$ cat src/hdl/tcc16_pkg.sv
`timescale 1ns / 1ps
// ----------------------------------------------------------------------------
// tcc16_pkg
// Shared types and constants for the 16-bit teaching core.
// ----------------------------------------------------------------------------
package tcc16_pkg;

  localparam int unsigned DefMemWords = 32768;
  localparam int unsigned DefNumRegs  = 8;

  localparam logic [1:0] MODE_WRITE   = 2'd0;
  localparam logic [1:0] MODE_RESTART = 2'd1;
  localparam logic [1:0] MODE_STEP    = 2'd2;
  localparam logic [1:0] MODE_READ    = 2'd3;

  localparam logic [1:0] CFG_START_PC = 2'd0;
  localparam logic [1:0] CFG_START_SP = 2'd1;
  localparam logic [1:0] CFG_START_BP = 2'd2;

  localparam logic [2:0] IDX_AC = 3'd4;
  localparam logic [2:0] IDX_SP = 3'd5;
  localparam logic [2:0] IDX_BP = 3'd6;
  localparam logic [2:0] IDX_PC = 3'd7;

  // memory address source
  localparam logic [2:0] ASEL_IN  = 3'd0;
  localparam logic [2:0] ASEL_PC  = 3'd1;
  localparam logic [2:0] ASEL_IMM = 3'd2;
  localparam logic [2:0] ASEL_RB  = 3'd3;
  localparam logic [2:0] ASEL_OFF = 3'd4;
  localparam logic [2:0] ASEL_SP  = 3'd5;

  // datapath actions
  localparam logic [3:0] ACT_NONE     = 4'd0;
  localparam logic [3:0] ACT_MEMWR_IN = 4'd1;
  localparam logic [3:0] ACT_RESTART  = 4'd2;
  localparam logic [3:0] ACT_RDREQ    = 4'd3;
  localparam logic [3:0] ACT_LATCH_IR = 4'd4;
  localparam logic [3:0] ACT_EXEC     = 4'd5;
  localparam logic [3:0] ACT_LOAD_RA  = 4'd6;
  localparam logic [3:0] ACT_STORE_RA = 4'd7;
  localparam logic [3:0] ACT_RET1     = 4'd8;
  localparam logic [3:0] ACT_RET2     = 4'd9;
  localparam logic [3:0] ACT_CALL1    = 4'd10;
  localparam logic [3:0] ACT_CALL2    = 4'd11;
  localparam logic [3:0] ACT_READOUT  = 4'd12;
  localparam logic [3:0] ACT_STEP     = 4'd13;

  typedef struct packed {
    logic [3:0] act;
    logic [2:0] asel;
  } tcc16_cmd_t;

  typedef struct packed {
    logic [1:0] group;
    logic [2:0] sub;
    logic       mod;
    logic [1:0] tt;
    logic [1:0] kind;
    logic       stopped;
  } tcc16_sts_t;

endpackage

$ cat src/hdl/tcc16_ctrl.sv
`timescale 1ns / 1ps
// ----------------------------------------------------------------------------
// tcc16_ctrl
// Sequencer for mode handling, fetch and memory phases.
// ----------------------------------------------------------------------------
module tcc16_ctrl (
  input  logic                  clk_i,
  input  logic                  rst_ni,
  input  logic                  start_i,
  input  logic [1:0]            mode_i,
  input  tcc16_pkg::tcc16_sts_t sts_i,
  output tcc16_pkg::tcc16_cmd_t cmd_o,
  output logic                  busy_o,
  output logic                  done_o,
  output logic                  refused_o
);
  import tcc16_pkg::*;

  localparam logic [3:0] S_IDLE  = 4'd0;
  localparam logic [3:0] S_FETCH = 4'd1;
  localparam logic [3:0] S_IR    = 4'd2;
  localparam logic [3:0] S_EXEC  = 4'd3;
  localparam logic [3:0] S_MEM   = 4'd4;
  localparam logic [3:0] S_LOAD  = 4'd5;
  localparam logic [3:0] S_RET1  = 4'd6;
  localparam logic [3:0] S_RET2  = 4'd7;
  localparam logic [3:0] S_RET3  = 4'd8;
  localparam logic [3:0] S_CALL2 = 4'd9;
  localparam logic [3:0] S_RD    = 4'd10;
  localparam logic [3:0] S_DONE  = 4'd11;

  logic [3:0] state_q, state_d;
  logic       ref_q, ref_d;
  logic       acc;

  assign acc    = start_i && (state_q == S_IDLE);
  assign busy_o = (state_q != S_IDLE);

  always_comb begin
    state_d = state_q;
    ref_d   = ref_q;
    cmd_o   = '{act: ACT_NONE, asel: ASEL_IN};
    case (state_q)
      S_IDLE: if (acc) begin
        ref_d = 1'b0;
        case (mode_i)
          MODE_WRITE: begin
            cmd_o   = '{act: ACT_MEMWR_IN, asel: ASEL_IN};
            state_d = S_DONE;
          end
          MODE_RESTART: begin
            cmd_o   = '{act: ACT_RESTART, asel: ASEL_IN};
            state_d = S_DONE;
          end
          MODE_STEP: begin
            cmd_o   = '{act: ACT_STEP, asel: ASEL_IN};
            ref_d   = sts_i.stopped;
            state_d = sts_i.stopped ? S_DONE : S_FETCH;
          end
          default: begin
            cmd_o   = '{act: ACT_RDREQ, asel: ASEL_IN};
            state_d = S_RD;
          end
        endcase
      end
      S_FETCH: begin
        cmd_o   = '{act: ACT_NONE, asel: ASEL_PC};
        state_d = S_IR;
      end
      S_IR: begin
        cmd_o   = '{act: ACT_LATCH_IR, asel: ASEL_IN};
        state_d = S_EXEC;
      end
      S_EXEC: begin
        state_d = S_DONE;
        cmd_o   = '{act: ACT_EXEC, asel: ASEL_IN};
        if (sts_i.group == 2'd0 && sts_i.sub == 3'd2) begin
          state_d = S_RET1;
        end else if (sts_i.group == 2'd1 && !(sts_i.mod && sts_i.tt == 2'd3)
                     && !(!sts_i.mod && sts_i.tt == 2'd0)) begin
          state_d = S_MEM;
        end else if (sts_i.group == 2'd3 && sts_i.kind == 2'd3) begin
          cmd_o   = '{act: ACT_CALL1, asel: ASEL_SP};
          state_d = S_CALL2;
        end
      end
      S_MEM: begin
        if (!sts_i.mod) begin
          case (sts_i.tt)
            2'd1:    cmd_o = '{act: ACT_NONE, asel: ASEL_IMM};
            2'd2:    cmd_o = '{act: ACT_NONE, asel: ASEL_RB};
            default: cmd_o = '{act: ACT_NONE, asel: ASEL_OFF};
          endcase
          state_d = S_LOAD;
        end else begin
          case (sts_i.tt)
            2'd0:    cmd_o = '{act: ACT_STORE_RA, asel: ASEL_IMM};
            2'd1:    cmd_o = '{act: ACT_STORE_RA, asel: ASEL_RB};
            default: cmd_o = '{act: ACT_STORE_RA, asel: ASEL_OFF};
          endcase
          state_d = S_DONE;
        end
      end
      S_LOAD: begin
        cmd_o   = '{act: ACT_LOAD_RA, asel: ASEL_IN};
        state_d = S_DONE;
      end
      S_RET1: begin
        cmd_o   = '{act: ACT_NONE, asel: ASEL_SP};
        state_d = S_RET2;
      end
      S_RET2: begin
        cmd_o   = '{act: ACT_RET1, asel: ASEL_IN};
        state_d = S_RET3;
      end
      S_RET3: begin
        cmd_o   = '{act: ACT_NONE, asel: ASEL_SP};
        state_d = S_LOAD;
      end
      S_CALL2: begin
        cmd_o   = '{act: ACT_CALL2, asel: ASEL_SP};
        state_d = S_DONE;
      end
      S_RD: begin
        cmd_o   = '{act: ACT_READOUT, asel: ASEL_IN};
        state_d = S_DONE;
      end
      S_DONE: state_d = S_IDLE;
      default: state_d = S_IDLE;
    endcase
    // return tail reuses S_LOAD but writes PC
    if (state_q == S_LOAD && sts_i.group == 2'd0) begin
      cmd_o = '{act: ACT_RET2, asel: ASEL_IN};
    end
  end

  always_ff @(posedge clk_i or negedge rst_ni) begin
    if (!rst_ni) begin
      state_q <= S_IDLE;
      ref_q   <= 1'b0;
    end else begin
      state_q <= state_d;
      ref_q   <= ref_d;
    end
  end

  assign done_o    = (state_q == S_DONE);
  assign refused_o = ref_q;

endmodule

$ cat config.mk
export PLATFORM = sky130hd
export DESIGN_NAME = tcc16_ctrl
export DESIGN_NICKNAME = d
export VERILOG_FILES = /design/src/hdl/tcc16_pkg.sv /design/src/hdl/tcc16_ctrl.sv
export SDC_FILE = /design/constraint.sdc
export NUM_CORES = 1
export LEC_CHECK = 0
export BUFFER_PORTS_ARGS = -buffer_cell sky130_fd_sc_hd__buf_2
export CAP_MARGIN = 20
export CORE_MARGIN = 8
export CORE_UTILIZATION = 48
export CTS_CLUSTER_SIZE = 12
export DETAILED_ROUTE_END_ITERATION = 6
export MAX_ROUTING_LAYER = met4
export PLACE_DENSITY_LB_ADDON = 0.25
export SLEW_MARGIN = 20
export SYNTH_ARGS = -nofsm -noshare
export SYNTH_HDL_FRONTEND = slang
export SYNTH_SLANG_ARGS = --single-unit
$ cat constraint.sdc
create_clock -name clk_i -period 1.5 [get_ports clk_i]
set_input_delay 0.075 -clock clk_i [delete_from_list [all_inputs] [get_ports clk_i]]
set_output_delay 0.075 -clock clk_i [all_outputs]
set_load 0.03 [all_outputs]
==> reports/results.ini <==
[status]
status=finished, violations left
violations=setup timing

[yosys]
netlist_area_um2=726.9
yosys-top-cells-count=9 x nand2_1, 8 x nor2_1, 6 x a21oi_1, 6 x nand3_1, 6 x o21ai_1
ys_top_cells_by_area=dfrtp_1 17%, ha_1 6.9%, nand2_1 4.6%
synth_cell_type_count=41
async_flop_share=1.000
synth_seq_cells=5
netlist_instances=101
syn_nets=121
synth_edf_count=0
synth_top_area_share=0.1721
ys.flop_type=dfrtp_1
synth-seq-area-share=0.1721
yosysWarnings=0
yosysMostFrequentCell=nand2_1
synth_largest_area_cell=dfrtp_1
syn_area_per_cell_um2=7.197

[sta]
hold_viol_final=0
fin_crit_ns=1.678
tightest_slew_ns=0.3291
max_freq_ghz=0.5959
max-slew-margin-rel=0.7806
min_period_over_period=1.119
finalSetupTns_ns=-0.9563
rsz0062_at_grt=true
setup-violations-final=8
final_max_slew_viol_count=0
final.setup_skew_ns=0.003836
fin_ws_ns=-0.1781

[pwr]
vdd_drop_max_v=0.001627
p_total_uw=2846
p_per_area_nw_per_um2=2390
p_leak_uw=0.0005394

[worst_setup_path]
cp-end-kind=output port
worstRegToRegCells=5
cp_data_arrival_time_ns=1.60
critPathRequiredTime_ns=1.42
cp-start-kind=flop
cp_max_fo=7
path_class=flop to output port

[layout]
final_core_util=0.8193
fill_cells=99
final_area_um2=1191
drive_above_1_share=0.5105
antenna_cells=0
syn_to_final_growth_pct=63.86
fin_nets=164

[min_path]
min_path_type=input port to flop
worstHoldPathCells=3

[grt]
grt_pass1_vias=1083
overflow=0
grt_max_degree=11
antenna_found_initial=0
grt_pass1_wl_um=4912
grt.total_usage=0.2232

[floorplanning]
core-area_um2=1454
die_area_um2=3016
start_util=0.5000
ios=26
num_rows=14
die_x_um=54.92
die_h_um=54.92

[detailed_routing]
finalWirelength_um=3071
wl_per_cell_um=19.31
drtIter0Drc=47
ant_nets=0
route.detailed.drc=0
vias_per_cell=6.478
vias=1030
drtPass1Iterations=4

[clock_network]
clkSlewWorstSetupHoldPaths_ns=0.05
cts_tree=done
cts.path.max_buffers=2
htreeDepth=1
clk_latency_ns=0.25
cts_num_sinks=5
cts_buffers=3
cts-root-buf=clkbuf_4

[placement]
hpwl_um=2031
portBuffers=25
gp_congestion=0.9369
postPlaceCellArea_um2=975.9

[run]
maxCapViolations=0

[state kept, by name (all words and copies together) (netlist names)]
name and count:
state_q 4, refused_o 1
[what timing repair did]
item                                    in CTS  in global routing
buffers inserted                             5                  0
pin swaps                                    4                  0
endpoints found under the hold margin        5                  0
resized for setup                           30                 10
endpoints found under the setup margin       8                 11
hold buffers                                 1                  0
[report_power, final]
group | internal [uW] | switching, uW | total (uW)
Clock | 101 | 60.8 | 162
Combinational | 1060 | 1260 | 2320
Sequential | 216 | 152 | 368
Total | 1380 | 1470 | 2850
[stage by stage]
| stage | setup WS (ns) | hold slack [ns] | std cells |
|---|---|---|---|
| after floorplan | 0.03289 | -0.2206 | 101 |
| after global placement | -0.02424 | -0.1078 | 149 |
| after detailed placement | -0.03304 | -0.1048 | 149 |
| after CTS | -0.1442 | 0.07797 | 159 |
| after global routing | -0.2540 | 0.09690 | 159 |
| final | -0.1781 | 0.07857 | 159 |
[worst max-delay path: stages (launching register included)]
cell and delay [ns]:
dfrtp_2 0.48, nand2b_1 0.26, nand2_1 0.11, a221oi_2 0.27
a21oi_2 0.09, buf_6 0.14
[cell type report]
cell class              instances  area [um^2]  area share
multi-input cells              85        648.1      0.5441
repair buffers                 46        355.3      0.2983
flip-flops and latches          5        130.1      0.1092
clock buffers                   4        26.28     0.02206
well taps                      16        20.02     0.01681
inverters                       3        11.26    0.009454
[cells in the final DEF, fill, tap and decap left out, drive strengths merged, types with 2 or more instances in the layout]
| master | instances |
|---|---|
| buf | 45 |
| o21ai | 10 |
| nand2 | 9 |
| nor2 | 9 |
| nand3 | 6 |
| a21oi | 6 |
| nand2b | 5 |
| dfrtp | 5 |
| ha | 4 |
| clkbuf | 4 |
| a31oi | 3 |
| inv | 3 |
| and2b | 2 |
| nand3b | 2 |
| or3b | 2 |
| o311ai | 2 |
| nand4 | 2 |
| nor3 | 2 |
| a221oi | 2 |
| o31ai | 2 |
[metal layers]
metal / vias to the layer above / GRT usage / wire (um)
li1: 460 / - / -
met1: 498 / 0.2643 / 1240
met2: 64 / 0.3698 / 1530
met3: 8 / 0.05348 / 260
met4: 0 / 0.06000 / 40
met5: - / - / 0
[cells by family after synthesis]
group,after synthesis,synth area share
compound gates,34,0.3081
fa+ha+maj,4,0.06885
buf+inv,11,0.08261
flops,5,0.1721
mux,2,0.02926
simple gates,45,0.3391
[final timing paths]
path	start	endpoint	slack, ns
worst min register to register	refused_o	refused_o	0.48
min in group asynchronous	rst_ni	state_q[2]	0.17
worst min-delay path	sts_i[0]	refused_o	0.08
max in group asynchronous	rst_ni	state_q[0]	1.18
worst max register to register	state_q[2]	state_q[1]	-0.10
worst max-delay path	state_q[2]	cmd_o[4]	-0.18
Note: power is estimated with default switching activity, not from simulation.
